### config.mk
export PLATFORM = sky130hd
export DESIGN_NAME = ipv4_dotted_quad_host_parser_flat
export DESIGN_NICKNAME = d
export VERILOG_FILES = /design/src/hw/rtl/ipdq_pkg.sv /design/src/hw/rtl/ipdq_in_if.sv /design/src/hw/rtl/ipdq_out_if.sv /design/src/hw/rtl/ipdq_step.sv /design/src/hw/rtl/ipdq_skid.sv /design/src/hw/rtl/ipv4_dotted_quad_host_parser.sv /design/src/flat_wrapper.sv
export SDC_FILE = /design/constraint.sdc
export NUM_CORES = 1
export LEC_CHECK = 0
export BUFFER_PORTS_ARGS = -buffer_cell sky130_fd_sc_hd__buf_4
export CORE_UTILIZATION = 60
export CTS_CLUSTER_DIAMETER = 200
export CTS_CLUSTER_SIZE = 14
export DETAILED_ROUTE_END_ITERATION = 16
export GPL_ROUTABILITY_DRIVEN = 0
export PLACE_DENSITY = 0.8
export SLEW_MARGIN = 20
export SYNTH_ARGS = -nofsm -noshare
export SYNTH_HDL_FRONTEND = slang
export SYNTH_SLANG_ARGS = --single-unit
### constraint.sdc
create_clock -name i_clk -period 5 [get_ports i_clk]
set_input_delay 0.25 -clock i_clk [delete_from_list [all_inputs] [get_ports i_clk]]
set_output_delay 0.25 -clock i_clk [all_outputs]
set_load 0.01 [all_outputs]
### src/hw/rtl/ipdq_pkg.sv
// ============================================================================
// IPv4 dotted-quad parser package
// Shared result codes, character constants and the per-item result record.
// ============================================================================
`default_nettype none

package ipdq_pkg;

    // Result status codes.
    typedef enum logic [1:0] {
        ST_OK        = 2'd0,
        ST_MALFORMED = 2'd1,
        ST_EMPTY     = 2'd2,
        ST_RESERVED  = 2'd3
    } t_status;

    // Character codes of interest.
    localparam logic [7:0] CHAR_DOT   = 8'h2E;
    localparam logic [7:0] CHAR_SPACE = 8'h20;
    localparam logic [7:0] CHAR_TAB   = 8'h09;
    localparam logic [7:0] CHAR_ZERO  = 8'h30;
    localparam logic [7:0] CHAR_NINE  = 8'h39;

    // Octet limits and dot counting.
    localparam logic [8:0] OCTET_MAX   = 9'd255;
    localparam logic [8:0] OCTET_SAT   = 9'd256;
    localparam logic [2:0] DOTS_NEEDED = 3'd3;
    localparam logic [2:0] DOT_SAT     = 3'd4;

    // Reserved address ranges.
    localparam logic [7:0] OCTET_NONE     = 8'd0;
    localparam logic [7:0] RESERVED_ABOVE = 8'd223;
    localparam logic [7:0] LOOPBACK_OCTET = 8'd127;
    localparam logic [7:0] BCAST_OCTET    = 8'd255;

    // One finished result, handed from the parser to the output stage.
    typedef struct packed {
        logic        valid;
        t_status     status;
        logic [31:0] address;
    } t_result;

endpackage

`default_nettype wire

### src/hw/rtl/ipdq_in_if.sv
// ============================================================================
// Character input channel
// Valid/ready channel that carries one byte of address text per transfer.
// ============================================================================
`default_nettype none

interface ipdq_in_if;
    logic       valid;
    logic       ready;
    logic [7:0] character;
    logic       has_char;
    logic       last;

    modport source (output valid, output character, output has_char, output last,
                    input ready);
    modport sink   (input valid, input character, input has_char, input last,
                    output ready);
endinterface

`default_nettype wire

### src/hw/rtl/ipdq_out_if.sv
// ============================================================================
// Result output channel
// Valid/ready channel that carries one parse status and address per transfer.
// ============================================================================
`default_nettype none

interface ipdq_out_if;
    logic             valid;
    logic             ready;
    ipdq_pkg::t_status status;
    logic [31:0]      address;

    modport source (output valid, output status, output address, input ready);
    modport sink   (input valid, input status, input address, output ready);
endinterface

`default_nettype wire

### src/hw/rtl/ipdq_step.sv
// ============================================================================
// IPv4 dotted-quad parser step
// Per-character parse state update and end-of-string result evaluation.
// ============================================================================
`default_nettype none

module ipdq_step (
    input  wire logic             i_clk,
    input  wire logic             i_rst_n,
    input  wire logic             i_accept,
    input  wire logic [7:0]       i_character,
    input  wire logic             i_has_char,
    input  wire logic             i_last,
    output ipdq_pkg::t_result     o_res
);

    logic [8:0]  r_acc,       n_acc;
    logic [2:0]  r_dot_count, n_dot_count;
    logic [23:0] r_high,      n_high;
    logic        r_digits,    n_digits;
    logic        r_prev_dot,  n_prev_dot;
    logic        r_blank,     n_blank;
    logic        r_nonblank,  n_nonblank;
    logic        r_bad,       n_bad;

    logic        w_is_blank;
    logic        w_is_digit;
    logic [11:0] w_acc_sum;
    logic [7:0]  w_first;
    logic [7:0]  w_lastoct;

    // Decimal accumulate: acc * 10 + digit, as two shifts and adds.
    assign w_acc_sum = {r_acc, 3'b000} + {2'b00, r_acc, 1'b0} + {8'd0, i_character[3:0]};

    always_comb begin
        w_is_blank = (i_character == ipdq_pkg::CHAR_SPACE) ||
                     (i_character == ipdq_pkg::CHAR_TAB);
        w_is_digit = i_character inside {[ipdq_pkg::CHAR_ZERO:ipdq_pkg::CHAR_NINE]};

        n_acc       = r_acc;
        n_dot_count = r_dot_count;
        n_high      = r_high;
        n_digits    = r_digits;
        n_prev_dot  = r_prev_dot;
        n_blank     = r_blank;
        n_nonblank  = r_nonblank;
        n_bad       = r_bad;

        if (i_has_char) begin
            if (w_is_blank) begin
                n_blank    = 1'b1;
                n_prev_dot = 1'b0;
            end else begin
                n_nonblank = 1'b1;
                if (w_is_digit) begin
                    n_acc      = (w_acc_sum > {3'b000, ipdq_pkg::OCTET_SAT}) ?
                                 ipdq_pkg::OCTET_SAT : w_acc_sum[8:0];
                    n_digits   = 1'b1;
                    n_prev_dot = 1'b0;
                end else if (i_character == ipdq_pkg::CHAR_DOT) begin
                    if (r_prev_dot || (r_acc > ipdq_pkg::OCTET_MAX)) begin
                        n_bad = 1'b1;
                    end
                    if (r_dot_count < ipdq_pkg::DOTS_NEEDED) begin
                        n_high = {r_high[15:0], r_acc[7:0]};
                    end
                    if (r_dot_count < ipdq_pkg::DOT_SAT) begin
                        n_dot_count = r_dot_count + 3'd1;
                    end
                    n_acc      = '0;
                    n_digits   = 1'b0;
                    n_prev_dot = 1'b1;
                end else begin
                    n_bad      = 1'b1;
                    n_prev_dot = 1'b0;
                end
            end
        end

        // Evaluate the string as it stands after this character.
        w_first       = n_high[23:16];
        w_lastoct     = n_acc[7:0];
        o_res.valid   = i_accept && i_last;
        o_res.address = '0;
        if (!n_nonblank) begin
            o_res.status = ipdq_pkg::ST_EMPTY;
        end else if (n_blank || n_bad || (n_dot_count != ipdq_pkg::DOTS_NEEDED) ||
                     !n_digits || (n_acc > ipdq_pkg::OCTET_MAX)) begin
            o_res.status = ipdq_pkg::ST_MALFORMED;
        end else begin
            o_res.address = {n_high, w_lastoct};
            if ((w_first == ipdq_pkg::OCTET_NONE) || (w_first > ipdq_pkg::RESERVED_ABOVE) ||
                (w_first == ipdq_pkg::LOOPBACK_OCTET) || (w_lastoct == ipdq_pkg::BCAST_OCTET)) begin
                o_res.status = ipdq_pkg::ST_RESERVED;
            end else begin
                o_res.status = ipdq_pkg::ST_OK;
            end
        end
    end

    always_ff @(posedge i_clk) begin
        if (!i_rst_n || (i_accept && i_last)) begin
            r_acc       <= '0;
            r_dot_count <= '0;
            r_high      <= '0;
            r_digits    <= 1'b0;
            r_prev_dot  <= 1'b0;
            r_blank     <= 1'b0;
            r_nonblank  <= 1'b0;
            r_bad       <= 1'b0;
        end else if (i_accept) begin
            r_acc       <= n_acc;
            r_dot_count <= n_dot_count;
            r_high      <= n_high;
            r_digits    <= n_digits;
            r_prev_dot  <= n_prev_dot;
            r_blank     <= n_blank;
            r_nonblank  <= n_nonblank;
            r_bad       <= n_bad;
        end
    end

    // The dot counter saturates and never passes its ceiling.
    a_dot_sat: assert property (@(posedge i_clk) disable iff (!i_rst_n)
        r_dot_count <= ipdq_pkg::DOT_SAT)
        else $error("dot counter beyond saturation");

    // The end of a string leaves a clean parse state for the next one.
    a_clear_after_last: assert property (@(posedge i_clk) disable iff (!i_rst_n)
        (i_accept && i_last) |=> (r_dot_count == '0 && !r_nonblank && !r_bad && r_acc == '0))
        else $error("parse state not cleared after end of string");

    // A digit ends a dot run, and a dot empties the octet.
    a_digit_dot_excl: assert property (@(posedge i_clk) disable iff (!i_rst_n)
        !(r_digits && r_prev_dot))
        else $error("octet holds digits directly after a dot");

endmodule

`default_nettype wire

### src/hw/rtl/ipdq_skid.sv
// ============================================================================
// IPv4 dotted-quad parser output stage
// Output register plus one skid entry so parsing continues during a stall.
// ============================================================================
`default_nettype none

module ipdq_skid (
    input  wire logic              i_clk,
    input  wire logic              i_rst_n,
    input  wire ipdq_pkg::t_result i_res,
    output logic                   o_in_ready,
    ipdq_out_if.source             o_out
);

    logic              r_out_valid,  n_out_valid;
    ipdq_pkg::t_status r_out_status, n_out_status;
    logic [31:0]       r_out_addr,   n_out_addr;
    logic              r_skid_valid, n_skid_valid;
    ipdq_pkg::t_status r_skid_status, n_skid_status;
    logic [31:0]       r_skid_addr,  n_skid_addr;

    always_comb begin
        n_out_valid   = r_out_valid;
        n_out_status  = r_out_status;
        n_out_addr    = r_out_addr;
        n_skid_valid  = r_skid_valid;
        n_skid_status = r_skid_status;
        n_skid_addr   = r_skid_addr;

        if (r_skid_valid) begin
            if (o_out.ready) begin
                n_out_status = r_skid_status;
                n_out_addr   = r_skid_addr;
                n_skid_valid = 1'b0;
            end
        end else if (i_res.valid) begin
            if (!r_out_valid || o_out.ready) begin
                n_out_valid  = 1'b1;
                n_out_status = i_res.status;
                n_out_addr   = i_res.address;
            end else begin
                n_skid_valid  = 1'b1;
                n_skid_status = i_res.status;
                n_skid_addr   = i_res.address;
            end
        end else if (o_out.ready) begin
            n_out_valid = 1'b0;
        end
    end

    always_ff @(posedge i_clk) begin
        if (!i_rst_n) begin
            r_out_valid  <= 1'b0;
            r_skid_valid <= 1'b0;
        end else begin
            r_out_valid  <= n_out_valid;
            r_skid_valid <= n_skid_valid;
        end
    end

    always_ff @(posedge i_clk) begin
        r_out_status  <= n_out_status;
        r_out_addr    <= n_out_addr;
        r_skid_status <= n_skid_status;
        r_skid_addr   <= n_skid_addr;
    end

    assign o_in_ready    = !r_skid_valid;
    assign o_out.valid   = r_out_valid;
    assign o_out.status  = r_out_status;
    assign o_out.address = r_out_addr;

    // The skid entry is only ever filled behind a held output register.
    a_skid_behind_out: assert property (@(posedge i_clk) disable iff (!i_rst_n)
        r_skid_valid |-> r_out_valid)
        else $error("skid entry holds data while output register is empty");

    // No new result arrives while the skid entry is occupied.
    a_no_overwrite: assert property (@(posedge i_clk) disable iff (!i_rst_n)
        i_res.valid |-> !r_skid_valid)
        else $error("result arrived with skid entry full");

    // A result that meets a stalled output register is parked in the skid entry.
    a_park_on_stall: assert property (@(posedge i_clk) disable iff (!i_rst_n)
        (i_res.valid && r_out_valid && !o_out.ready) |=> r_skid_valid)
        else $error("result lost during output stall");

    // Draining the skid entry keeps the output register full.
    a_drain_refill: assert property (@(posedge i_clk) disable iff (!i_rst_n)
        (r_skid_valid && o_out.ready) |=> (r_out_valid && !r_skid_valid))
        else $error("skid drain did not refill output register");

endmodule

`default_nettype wire

### src/hw/rtl/ipv4_dotted_quad_host_parser.sv
// ============================================================================
// IPv4 dotted-quad host address parser
// Streams address text one character per transfer and reports its status.
// ============================================================================
// Usage:
//   The input channel i_in carries one byte of address text per transfer,
//   with has_char marking a real character and last marking the end of the
//   string. An item with has_char low and last high ends an empty string.
//   On the transfer that carries last, the block produces one result on o_out:
//   a status (ok host, malformed, empty or blank, reserved) and the 32-bit
//   address with the first octet in bits 31..24 (zero unless ok or reserved).
// Throughput and result path:
//   One character is taken every cycle while i_in.ready is high. A string's
//   result is registered in the output register, or in the skid entry if
//   o_out stalls. The per-cycle work, the decimal accumulate (times ten plus
//   digit) and flag update, lies between the parse state and output registers.
// Reset:
//   A synchronous active-low reset clears the parse state and empties the
//   output stage. The parse state is also cleared after every string.
// Stalls:
//   When o_out is not ready, one result waits in the output register and a
//   second one in a skid entry; characters keep flowing until that skid entry
//   is filled, and only then does i_in.ready drop.
// ============================================================================
`default_nettype none

module ipv4_dotted_quad_host_parser (
    input  wire logic   i_clk,
    input  wire logic   i_rst_n,
    ipdq_in_if.sink     i_in,
    ipdq_out_if.source  o_out
);

    // Input transfer strobe and the result record passed to the output stage.
    logic              w_in_ready;
    logic              w_accept;
    ipdq_pkg::t_result w_res;

    assign i_in.ready = w_in_ready;
    assign w_accept   = i_in.valid && w_in_ready;

    // Character-by-character parse state and end-of-string evaluation.
    ipdq_step u_step (
        .i_clk       (i_clk),
        .i_rst_n     (i_rst_n),
        .i_accept    (w_accept),
        .i_character (i_in.character),
        .i_has_char  (i_in.has_char),
        .i_last      (i_in.last),
        .o_res       (w_res)
    );

    // Output register with one skid entry; its fill level sets input ready.
    ipdq_skid u_skid (
        .i_clk      (i_clk),
        .i_rst_n    (i_rst_n),
        .i_res      (w_res),
        .o_in_ready (w_in_ready),
        .o_out      (o_out)
    );

endmodule

`default_nettype wire

### src/flat_wrapper.sv
// flat-port wrapper written by rule: the top's interface ports become plain ports
module ipv4_dotted_quad_host_parser_flat 
  (i_clk, i_rst_n, i_in_valid, i_in_character, i_in_has_char, i_in_last, i_in_ready, o_out_valid, o_out_status, o_out_address, o_out_ready);
  ipdq_in_if i_in_i ();
  ipdq_out_if o_out_i ();
  input  wire logic i_clk;
  input  wire logic i_rst_n;
  input wire logic [$bits(i_in_i.valid)-1:0] i_in_valid;
  input wire logic [$bits(i_in_i.character)-1:0] i_in_character;
  input wire logic [$bits(i_in_i.has_char)-1:0] i_in_has_char;
  input wire logic [$bits(i_in_i.last)-1:0] i_in_last;
  output wire logic [$bits(i_in_i.ready)-1:0] i_in_ready;
  output wire logic [$bits(o_out_i.valid)-1:0] o_out_valid;
  output wire logic [$bits(o_out_i.status)-1:0] o_out_status;
  output wire logic [$bits(o_out_i.address)-1:0] o_out_address;
  input wire logic [$bits(o_out_i.ready)-1:0] o_out_ready;
  assign i_in_i.valid = i_in_valid;
  assign i_in_i.character = i_in_character;
  assign i_in_i.has_char = i_in_has_char;
  assign i_in_i.last = i_in_last;
  assign i_in_ready = i_in_i.ready;
  assign o_out_valid = o_out_i.valid;
  assign o_out_status = o_out_i.status;
  assign o_out_address = o_out_i.address;
  assign o_out_i.ready = o_out_ready;
  ipv4_dotted_quad_host_parser u_core (.i_clk(i_clk), .i_rst_n(i_rst_n), .i_in(i_in_i), .o_out(o_out_i));
endmodule
## Word-level counts from Yosys, hierarchy flattened

Index checks and enable logic that the tools add are counted.

- Add/sub/neg operators: 3
- Shift-type cells: 0
- Multiplexer cells: 51
- Reductions and logical operators: 26
- Divide/modulo/power cells: 0
- Equal/unequal tests: 8
- Bitwise gates (word level): 2
- Multiply operators: 0
- Order comparisons: 8

Operators by type and width:

| cell | number |
|---|---|
| 32-bit 2-to-1 mux | 6 |
| 24-bit 2-to-1 mux | 5 |
| 9-bit 2-to-1 mux | 5 |
| 1-bit 2-to-1 mux | 23 |
| 9-bit by 8-bit greater-than comparator with 1-bit output (second input constant) | 2 |
| 8-bit by 6-bit equality test with 1-bit output (second input constant) | 2 |
| 3-bit 2-to-1 mux | 5 |
| 2-bit 2-to-1 mux | 7 |
| 12-bit by 10-bit adder with 12-bit output | 1 |
| 12-bit by 4-bit adder with 12-bit output | 1 |
| 12-bit by 9-bit greater-than comparator with 1-bit output (second input constant) | 1 |
| 1-bit logical OR | 11 |
| 3-bit AND reduction | 3 |
| 8-bit by 4-bit equality test with 1-bit output (second input constant) | 1 |
| 8-bit by 7-bit equality test with 1-bit output (second input constant) | 1 |
| 8-bit equality test (second input constant) | 1 |
| 8-bit by 6-bit >= comparator with 1-bit output (second input constant) | 1 |
| 8-bit greater-than comparator (second input constant) | 1 |
| 8-bit by 6-bit <= comparator with 1-bit output (second input constant) | 1 |
| 8-bit zero test | 1 |
| 2-bit nonzero test | 3 |
| 1-bit zero test | 4 |
| 3-bit by 1-bit adder with 3-bit output (second input constant) | 1 |
| 1-bit logical AND | 3 |
| other kinds (7) | 8 |

- Latch bits: 0
- Output and inout bits: 36
- Flip-flop bits (word level): 111
- Word-level logic and storage cells: 112
- Memories kept: 0
- Memory bits (read-only): 0
- Bits in writable memories: 0

## Logic depth before layout (Yosys ltp)

Gate-level depths: netlist of run 1.

- Depth in word-level cells: 16
- Mapped depth: 14

## By module

A second synthesis of run 1 with hierarchy kept.

- Cell total of the unflattened synthesis: 543
- Area total of the unflattened synthesis: 5517.8 um^2

Modules (own cells, without submodules):

| module | cells an instance | instances | area an instance (um^2) |
|---|---|---|---|
| ipdq_step | 423 | 1 | 2942.8 |
| ipdq_skid | 119 | 1 | 2568.7 |
| ipv4_dotted_quad_host_parser | 1 | 1 | 6.3 |

## Least setup slack after synthesis of run 1

OpenSTA, ideal clock, no wires.

- Kind: register -> register
- Start: register u_core.u_skid.r_skid_valid
- End: register u_core.u_skid.r_skid_addr[0] (enable)
- Stages on the path, launching flop included: 6
- Arrival: 3.486 ns
- Slack: 1.036 ns
- Setup time: 0.478 ns
- Cell sequence: dfxtp_1 clkbuf_1 nor2b_1 clkbuf_1 nand2_1 nor3b_1

- Longest elaborated chain between the ends: 4
- Elaborated cells on any way between the ends: 5
- Classes of those cells: 1 x bitwise; 4 x reduce/logical

RTL lines:

| item | line | source |
|---|---|---|
| start, declared | ipdq_skid.sv:18 | `logic r_skid_valid, n_skid_valid;` |
| start signal, assigned | ipdq_skid.sv:57 | `r_skid_valid <= n_skid_valid;` |
| 1-bit zero test | ipdq_skid.sv:68 | `assign o_in_ready = !r_skid_valid;` |
| 1-bit logical AND | ipv4_dotted_quad_host_parser.sv:40 | `assign w_accept = i_in.valid && w_in_ready;` |
| 1-bit logical AND | ipdq_step.sv:83 | `o_res.valid = i_accept && i_last;` |
| 3-bit AND reduction (no source line) (*) | -- |  |
| end signal, assigned | ipdq_skid.sv:65 | `r_skid_addr <= n_skid_addr;` |
| end, declared | ipdq_skid.sv:20 | `logic [31:0] r_skid_addr, n_skid_addr;` |

Every way passes the cells marked *; elsewhere a longest branch is shown, timed or not.
A chain may end at the register's enable or synchronous reset.

## Worst setup path after layout of run 1

- Start: register u_core.u_step.r_acc[0]
- End: register u_core.u_skid.r_out_addr[31], in the netlist u_core.u_skid.o_out.address[31], data pin

- Longest elaborated chain between the ends: 16
- Elaborated cells on any way between the ends: 25
- Classes of those cells: 2 x add/sub; 3 x order compare; 15 x mux; 5 x reduce/logical

RTL lines:

| item | line | source |
|---|---|---|
| start, declared | ipdq_step.sv:17 | `logic [8:0] r_acc, n_acc;` |
| start signal, assigned | ipdq_step.sv:112 | `r_acc <= n_acc;` |
| parallel branches: the longest is 10 deep, another holds 12-bit by 10-bit adder with 12-bit output | -- |  |
| 1-bit logical OR (*) | ipdq_step.sv:88 | `!n_digits \|\| (n_acc > ipdq_pkg::OCTET_MAX)) begin` |
| 32-bit 2-to-1 mux (*) | ipdq_step.sv:87 | `end else if (n_blank \|\| n_bad \|\| (n_dot_count != ipdq_pkg::DOTS_NEEDED) \|\|` |
| 32-bit 2-to-1 mux (*) | ipdq_step.sv:85 | `if (!n_nonblank) begin` |
| 32-bit 2-to-1 mux (*) | ipdq_skid.sv:37 | `if (!r_out_valid \|\| o_out.ready) begin` |
| 32-bit 2-to-1 mux (*) | ipdq_skid.sv:36 | `end else if (i_res.valid) begin` |
| 32-bit 2-to-1 mux (*) | ipdq_skid.sv:30 | `if (r_skid_valid) begin` |
| named net u_core.u_skid.n_out_addr[31] | ipdq_skid.sv:17 | `logic [31:0] r_out_addr, n_out_addr;` |
| end signal, assigned | ipdq_skid.sv:63 | `r_out_addr <= n_out_addr;` |
| end, declared | ipdq_skid.sv:17 |  |

Mark *: on every way through the listed nets, which the timed path passes. The select of a mux whose other input is x is not followed.

==> results of run 1 <==
## state kept, by name (all words and copies together) (netlist names), 2 cells and up
register,cells
u_core.u_skid.o_out.status,2
u_core.u_skid.r_skid_status,2
u_core.u_step.r_acc,9
u_core.u_step.r_dot_count,3
u_core.u_skid.r_skid_addr,32
u_core.u_skid.o_out.address,32
u_core.u_step.r_high,24
## critical path: stages, from the launching register on
cell       delay, ps
dfxtp_1          450
inv_1            120
fa_1             520
inv_1             70
fa_1             470
a211oi_2         300
nor3_1           100
or3_4            380
a2111oi_4        510
nand3_2          180
a311o_2          610
buf_12           290
o31ai_1          280
## logic make-up after synthesis
family                     count (synthesis)  synth area share, %
adders and majority gates                 20                 4.66
buffers and inverters                     40                 3.30
DFF                                      111                 51.0
and+or+nand+nor                          213                 16.6
AOI/OAI and AO/OA                        135                 18.7
xor gates and xnor gates                   8                 1.23
muxes                                     25                 4.44
## synth_stat cells, types with 3 or more instances
library cell,number
edfxtp_1,68
a32oi_1,5
o21ai_0,13
nand3_1,6
nor2_1,61
and2_1,3
a22oi_1,10
mux2i_1,23
inv_1,8
nor2b_1,3
buf_2,6
o31ai_1,4
nor3b_1,4
ha_1,18
dfxtp_1,43
a21boi_0,3
buf_1,3
nor3_1,3
buf_6,4
a21oi_1,46
and3_1,5
a31oi_1,6
o211ai_1,3
clkbuf_1,19
nand4_1,4
o31ai_2,26
nand2_1,104
xor2_1,6
nor4_1,5
## power groups by stage
stage	registers [uW]	clock network (uW)	logic (uW)
final	989	498	96.8
after floorplan	1020	0	47.1
after CTS	989	510	96.4
after detailed placement	1010	0	96.0
after global placement	1010	0	93.8
after global routing	991	542	105
## through the flow
| step | setup slack, ps | instances |
|---|---|---|
| after floorplan | 1040 | 552 |
| after global placement | 766 | 687 |
| after detailed placement | 608 | 687 |
| after CTS | 576 | 703 |
| after global routing | 292 | 703 |
| final | 503 | 703 |
## path summary, 6_finish.rpt
kind                                    startpoint                                         to  slack (ps)  depth (start not counted)
max            u_core.u_step.r_acc[0]$_SDFFE_PP0P_  u_core.u_skid.o_out.address[31]$_DFFE_PP_         500                         12
min                                        i_rst_n      u_core.u_skid.r_skid_valid$_SDFF_PN0_         100                          2
max reg2reg    u_core.u_step.r_acc[0]$_SDFFE_PP0P_  u_core.u_skid.o_out.address[31]$_DFFE_PP_         500                         12
min reg2reg  u_core.u_step.r_prev_dot$_SDFFE_PP0P_      u_core.u_step.r_prev_dot$_SDFFE_PP0P_         470                          2
## layout make-up
type                    count  area, um2  area share [%]
clock buffers              10        128            2.03
inverters                   8       30.0           0.477
well taps                 111        139            2.21
repair buffers             56        433            6.88
flip-flops and latches    111       2900            46.1
clock inverters             6       51.3           0.815
multi-input cells         401       2610            41.5
## per-layer routing
metal | up-vias | wire (um)
met2 | 114 | 5640
met4 | 0 | 352
met5 | - | 0
met3 | 28 | 480
li1 | 2088 | -
met1 | 2092 | 5190
==> metrics.txt, run 1 <==
top post-synthesis cells by area edfxtp_1 36%, dfxtp_1 15%, nand2_1 6.9%; PortBufs 49; Post-DRT Antenna Nets 0; clock-pin slew on the worst setup and hold paths 100 ps; drc violations 0; Worst-Margin Slew 1030 ps; CP startpoint kind flop; hold buffer count at CTS 0; fin. max-slew vios 0; synthesized cell area 0.00569 mm2; Num CTS Buffers 9; largest area contributor in the netlist edfxtp_1; GRT Total Usage 24.8%; DRT iter0 DRCs 276; nets@finish 621; total die area 0.00988 mm2; setup violators final 0; Flop pwr share 62.4%; post-CTS setup buffers 0; max-cap violations 0; Worst Clk Skew 16.0 ps; clock share of power 31.5%; vias post-DR 4322; area share of the largest cell type after synthesis 35.9%; Num Clock Sinks 111; Yosys reg bits 111; status completed; crit path max fanout 38; period utilization 89.9%; first-pass GRT wire length 19200 um; Yosys cell types 60; Rows 35; CTS Root Cell clkbuf_8; # resized after CTS 0; TNS Setup 0 ps; Synth async-reset ratio 0%; io pins 50; GR peak layer met2; Pwr Total 1580 uW; die width 99.4 um; Final min period 4500 ps; sequential area share after synthesis 51.0%; met3 Use GR 3.72%; most frequent cells in the layout 104 x nand2_1, 68 x edfxtp_1, 60 x nor2_1, 55 x buf_4, 46 x a21oi_1; area delta synth->final 10.6%; number of flops mapped to enable cells by yosys 68; synth warn 0; Peak Freq 222 MHz; Worst Hold Class input port to flop; Crit path arrival time 4680 ps; filler instances 687; Rel. slew slack 30.8%; drt pass-1 iters 4; hold_ws 101 ps; cells after synthesis 552; P_int 1210 uW; pin count of the biggest net entering global routing 70; Sw Share 23.6%; WP data required 5190 ps; met2 Resource Use GR 40.2%; Mapped Nets 586; P_sw 373 uW; Vias/cell 6.15; final WL 11700 um; Pwr Density 252 mW/mm2; TritonCTS clock tree yes; Initial Util 61.9%; synthesized area per cell 10.3 um2; antenna diode count 0; Util after Layout 68.5%; share of cells above drive strength 1 19.6%; Crit Path Category flop to flop; Worst VDD drop 0.162 mV; GRT overflow 0; met1 usage 32.4%; RSZ-0062 raised after global routing false; Static Leak 0.00227 uW; ys flop type edfxtp_1; post-DR wirelength/cell 16.6 um; logic gate share of total power 6.1%; commonest non-fill, non-tap cell in the layout nand2_1; Clock Latency Late Sink 380 ps; Max H-tree Level 3; Final Hold Fails 0; Placed Area 0.00612 mm2; initial antenna violation count 0; Worst setup EP type flop; vias in the first global route 4014; die height 99.4 um; Core ar. 0.00920 mm2; HPWL Detailed 8200 um; worst-case clock buffer depth 2; Final Cell Area 0.00630 mm2
Power figures use the tool's default switching activity.
==> run 2, diff against run 1 <==
CTS_BUF_LIST = sky130_fd_sc_hd__clkbuf_16   (was default)
clock period = 5.8 ns   (was 5 ns; I/O delays follow)
==> run 2 against run 1 <==
  * Count of clock-buffer cells in the layout is 1 lower
  * Non-clock buffer count grew 1
  * Worst setup slack improved by 790 ps
  * Routed wire length is essentially flat
  * Hold slack better by 73 ps
  * Critical path depth is 1 higher
  * Clock power increased by 14%
  * Largest cell class unchanged
==> metrics.txt, run 2 (synthesis gave the netlist of run 1 again) <==
fin. max-slew vios 0 (unchanged); Reg area 0.00290 mm2 (unchanged); Worst setup EP type flop; PortBufs 49 (unchanged); worst reg-to-reg path cell count 13 (+1); Core ar. 0.00920 mm2 (unchanged); period utilization 77.7% (-12 points); io pins 50 (unchanged); status completed; first-pass GRT wire length 19600 um (+1.9%); Peak Freq 222 MHz (-0.19%); area of the multi-input gates 0.00261 mm2 (unchanged); max incr delay on CP 520 ps (-90 ps); CP Capture Point u_core.u_skid.o_out.address[0]$_DFFE_PP_; initial antenna violation count 0 (unchanged); Clock Latency Late Sink 340 ps (-40 ps); Setup WS pre-CTS 1170 ps (+566 ps); HPWL Detailed 7990 um (-2.6%); Rel. slew slack 31.3% (+0.41 points); TNS Setup 0 ps (unchanged); Vias/cell 6.23 (+1.4%); worst-case clock buffer depth 2 (unchanged); total die area 0.00988 mm2 (unchanged); Worst Hold Class input port to flop; clock-pin slew on the worst setup and hold paths 70 ps (-30 ps); Worst-Margin Slew 1030 ps (-6.07 ps); GRT Total Usage 25.0% (+0.20 points); die height 99.4 um (unchanged); TritonCTS clock tree yes; GRT overflow 0 (unchanged); nets@finish 622 (+0.16%); Pwr Density 235 mW/mm2 (-6.5%); CP startpoint kind flop; Final Hold Fails 0 (unchanged); max-cap violations 0 (unchanged); slack of the critical path 1290 ps (+791 ps); Worst path depth 13 (+1); Worst Clk Skew 7.92 ps (-8.09 ps); final WL 11700 um (about the same); CP top delay family compound AO/OA/AOI/OAI gates; Post-DRT Antenna Nets 0 (unchanged); Initial Util 61.9% (unchanged); Num CTS Buffers 9 (unchanged); post-DR wirelength/cell 16.6 um (about the same); hold buffer count at CTS 0 (unchanged); post-CTS setup buffers 0 (unchanged); vias in the first global route 4051 (+0.92%); crit path max fanout 32 (-16%); antenna diode count 0 (unchanged); share of cells above drive strength 1 19.7% (+0.14 points); Bufs and invs on worst path 4 (+1); worst path cell trace inv_1, fa_1, inv_1, fa_1, a211oi_2, nor3_1, or3_4, a2111oi_4, nand3_2, a311o_2, buf_12, buf_4, o31ai_1; vias post-DR 4389 (+1.6%); commonest non-fill, non-tap cell in the layout nand2_1; CTS Root Cell clkbuf_16; Num Clock Sinks 111 (unchanged); drc violations 0 (unchanged); most frequent cells in the layout 104 x nand2_1, 68 x edfxtp_1, 60 x nor2_1, 56 x buf_4, 46 x a21oi_1; WP data required 5970 ps (+780 ps); Worst path slowest cell a311o_2; pin count of the biggest net entering global routing 70 (unchanged); Worst VDD drop 0.151 mV (-6.7%); reg-to-reg startpoint u_core.u_step.r_acc[0]$_SDFFE_PP0P_; # resized after CTS 0 (unchanged); RSZ-0062 raised after global routing false; Final min period 4510 ps (+8.66 ps); Static Leak 0.00232 uW (+2.2%); reg2reg setup slack 1290 ps (+790 ps); capturing point of the worst reg2reg path u_core.u_skid.o_out.address[0]$_DFFE_PP_; CP startpoint u_core.u_step.r_acc[0]$_SDFFE_PP0P_; Util after Layout 69.6% (+1.1 points); Max H-tree Level 3 (unchanged); drt pass-1 iters 5 (+1); filler instances 673 (-2.0%); setup violators final 0 (unchanged); Crit Path Category flop to flop; DRT iter0 DRCs 334 (+21%); die width 99.4 um (unchanged); Rows 35 (unchanged); Crit path arrival time 4670 ps (about the same); area delta synth->final 12.4%
run 2: metal layers:
layer / vias to the layer above / part of all wire (%) / global-route usage [%]
met2: 161 / 49 / 41.8
met1: 2121 / 43 / 33.3
met4: 0 / 1.8 / 8.60
met5: - / 0 / 0
li1: 2086 / - / -
met3: 21 / 6.0 / 3.79
run 2: worst min-delay path by stage:
stage / startpoint / endpoint / slack (ps) / cells past startpoint
finish: i_rst_n / u_core.u_skid.r_skid_valid$_SDFF_PN0_ / 170 / 2
global route: i_rst_n / u_core.u_skid.r_skid_valid$_SDFF_PN0_ / 180 / 2
CTS: i_rst_n / u_core.u_skid.r_skid_valid$_SDFF_PN0_ / 170 / 2
detailed placement: u_core.u_step.r_prev_dot$_SDFFE_PP0P_ / u_core.u_step.r_prev_dot$_SDFFE_PP0P_ / 450 / 2
global placement: u_core.u_step.r_prev_dot$_SDFFE_PP0P_ / u_core.u_step.r_prev_dot$_SDFFE_PP0P_ / 440 / 2
floorplan: i_rst_n / u_core.u_skid.r_skid_valid$_SDFF_PN0_ / 410 / 1
run 2: report_power, final:
part	switching, uW	total [uW]	internal, uW
sequential	5.45	853	847
combinational	49.2	83.1	34.0
clock	276	569	292
total	331	1500	1170
run 2: per-stage QoR:
stage          instances  total power [uW]  instance area [um2]  hold slack (ps)
6_report             704              1500                 6400              174
5_1_grt              704              1550                 6400              181
2_1_floorplan        552               917                 5690              408
3_3_place_gp         687               951                 6100              444
4_1_cts              703              1510                 6380              166
3_5_place_dp         687               953                 6100              454
run 2: layout make-up:
| class | instances | share of cell area (%) |
|---|---|---|
| clock buffer | 9 | 3.52 |
| clock inverter | 7 | 0.743 |
| inverter | 8 | 0.469 |
| multi-input combinational | 401 | 40.8 |
| sequential | 111 | 45.4 |
| tap | 111 | 2.17 |
| timing repair buffer | 57 | 6.88 |
==> run 3, diff against run 2 <==
clock period = 4.54 ns   (was 5.8 ns; I/O delays follow)
==> run 3 against run 2 <==
  * Combinational power rose by 28%
  * Via count decreased by 1.5%
  * Core utilization grew 0.26 points
  * Final cell count down 0.14%
  * Hold slack lost 72 ps
  * Power up 33%
  * Register-to-register slack got worse by 970 ps
  * Cell area rose by 0.37%
  * Die area unchanged
  * Critical endpoint is now u_core.u_skid.o_out.address[2]$_DFFE_PP_
==> metrics.txt, run 3 (synthesis gave the netlist of run 1 again) <==
status completed; area delta synth->final 12.8%; pin count of the biggest net entering global routing 70 (unchanged); CP startpoint u_core.u_step.r_acc[0]$_SDFFE_PP0P_; setup violators final 0 (unchanged); Setup WS pre-CTS 354 ps (-820 ps); drt pass-1 iters 5 (unchanged); Rows 35 (unchanged); Vias/cell 6.15 (-1.3%); CTS Root Cell clkbuf_16; Worst Hold Class input port to flop; max incr delay on CP 510 ps (about the same); Pwr Density 311 mW/mm2 (+32%); Worst Clk Skew 7.15 ps (-0.768 ps); placed cell count 687 (unchanged); GRT Total Usage 25.1% (+0.16 points); Initial Util 61.9% (unchanged); Peak Freq 237 MHz (+6.8%); met2 Resource Use GR 42.4% (+0.64 points); vias in the first global route 4022 (-0.72%); DRT iter0 DRCs 282 (-16%); Static Leak 0.00233 uW (+0.53%); reg-to-reg startpoint u_core.u_step.r_acc[0]$_SDFFE_PP0P_; io pins 50 (unchanged); Max H-tree Level 3 (unchanged); first-pass GRT wire length 19600 um (unchanged); Worst VDD drop 0.163 mV (+7.6%); TNS Setup 0 ps (unchanged); Final Hold Fails 0 (unchanged); vias post-DR 4325 (-1.5%); TritonCTS clock tree yes; met1 usage 33.5% (+0.23 points); CP top delay family compound AO/OA/AOI/OAI gates; Post-DRT Antenna Nets 0 (unchanged); Placed Area 0.00612 mm2 (+0.21%); Num Clock Sinks 111 (unchanged); Crit path arrival time 4380 ps (-290 ps); die width 99.4 um (unchanged); antenna diode count 0 (unchanged); fin cells 703 (-0.14%); die height 99.4 um (unchanged); logic gate share of total power 5.3% (-0.2 points); Final min period 4220 ps (-287 ps); # resized after CTS 0 (unchanged); min-delay src i_rst_n; WP data required 4700 ps (-1270 ps); Crit Path Category flop to flop; commonest non-fill, non-tap cell in the layout nand2_1; clock share of power 40.2% (+2.4 points); Core ar. 0.00920 mm2 (unchanged); Worst setup EP type flop; total die area 0.00988 mm2 (unchanged); Sw Share 21.8% (-0.18 points); CP startpoint kind flop; slack of the critical path 321 ps (-973 ps); PortBufs 49 (unchanged); GR peak layer met2; clock-pin slew on the worst setup and hold paths 70 ps (about the same); drc violations 0 (unchanged); P_sw 436 uW (+32%); GRT overflow 0 (unchanged); worst-case clock buffer depth 2 (unchanged); worst path cell trace inv_1, fa_1, inv_1, fa_1, a211oi_2, nor3_1, or3_4, a2111oi_4, nand3_2, a311o_2, buf_12, o31ai_1; initial antenna violation count 0 (unchanged); final WL 11900 um (+1.7%); share of cells above drive strength 1 19.6% (-0.14 points); most frequent cells in the layout 104 x nand2_1, 68 x edfxtp_1, 60 x nor2_1, 55 x buf_4, 46 x a21oi_1; Num CTS Buffers 9 (unchanged); Bufs and invs on worst path 3 (-1); period utilization 92.9% (+15 points); Pwr Total 2000 uW (+33%); Flop pwr share 54.5% (-2.2 points); Final Cell Area 0.00642 mm2 (+0.37%); HPWL Detailed 8170 um (+2.2%); Worst path slowest cell fa_1; met3 Use GR 3.65% (-0.14 points); P_int 1560 uW (+33%); fin. max-slew vios 0 (unchanged); Rel. slew slack 30.4% (-0.85 points); Worst-Margin Slew 1040 ps (+12.7 ps); post-DR wirelength/cell 16.9 um (+1.9%); RSZ-0062 raised after global routing false; post-CTS setup buffers 0 (unchanged); Clock Latency Late Sink 340 ps (about the same); nets@finish 621 (-0.16%); filler instances 678 (+0.74%); max-cap violations 0 (unchanged); hold buffer count at CTS 0 (unchanged); crit path max fanout 64 (+100%)
-- run 3: final timing paths --
| check | to | slack [ps] | cells past startpoint |
|---|---|---|---|
| max | u_core.u_skid.o_out.address[2]$_DFFE_PP_ | 320 | 12 |
| min | u_core.u_skid.r_skid_valid$_SDFF_PN0_ | 100 | 2 |
| max reg2reg | u_core.u_skid.o_out.address[2]$_DFFE_PP_ | 320 | 12 |
| min reg2reg | u_core.u_step.r_prev_dot$_SDFFE_PP0P_ | 460 | 2 |
-- run 3: stage by stage --
step	hold slack, ps	utilization (%)
2_1_floorplan	345	-
3_3_place_gp	444	66.5
3_5_place_dp	451	66.5
4_1_cts	101	69.8
5_1_grt	117	69.8
6_report	102	69.8
-- run 3: area by class of cell --
cell class | count | area, um2 | share of cell area [%]
clock buffers | 9 | 225 | 3.51
multi-input cells | 401 | 2610 | 40.7
inverters | 8 | 30.0 | 0.468
well taps | 111 | 139 | 2.16
flip-flops and latches | 111 | 2900 | 45.2
clock inverters | 7 | 78.8 | 1.23
repair buffers | 56 | 433 | 6.74
-- run 3: layer usage --
metal	vias up	wire length, um
met3	21	571
met4	0	171
met2	144	5910
li1	2091	-
met5	-	0
met1	2069	5220
-- run 3: worst register-to-register path: cells and delay by family, from the launching register on --
| family | cells | cell delay [ps] |
|---|---|---|
| flip-flops | 1 | 440 |
| AND/OR/NAND/NOR | 3 | 680 |
| buffers and inverters | 3 | 380 |
| adder cells (fa/ha/maj) | 2 | 980 |
| AO/OA/AOI/OAI | 4 | 1550 |
-- run 3: power groups by stage --
stage	clock network [uW]	logic [uW]	registers (uW)
6_report	802	106	1090
5_1_grt	842	116	1090
4_1_cts	809	106	1090
3_5_place_dp	0	106	1110
3_3_place_gp	0	103	1110
2_1_floorplan	0	51.8	1120
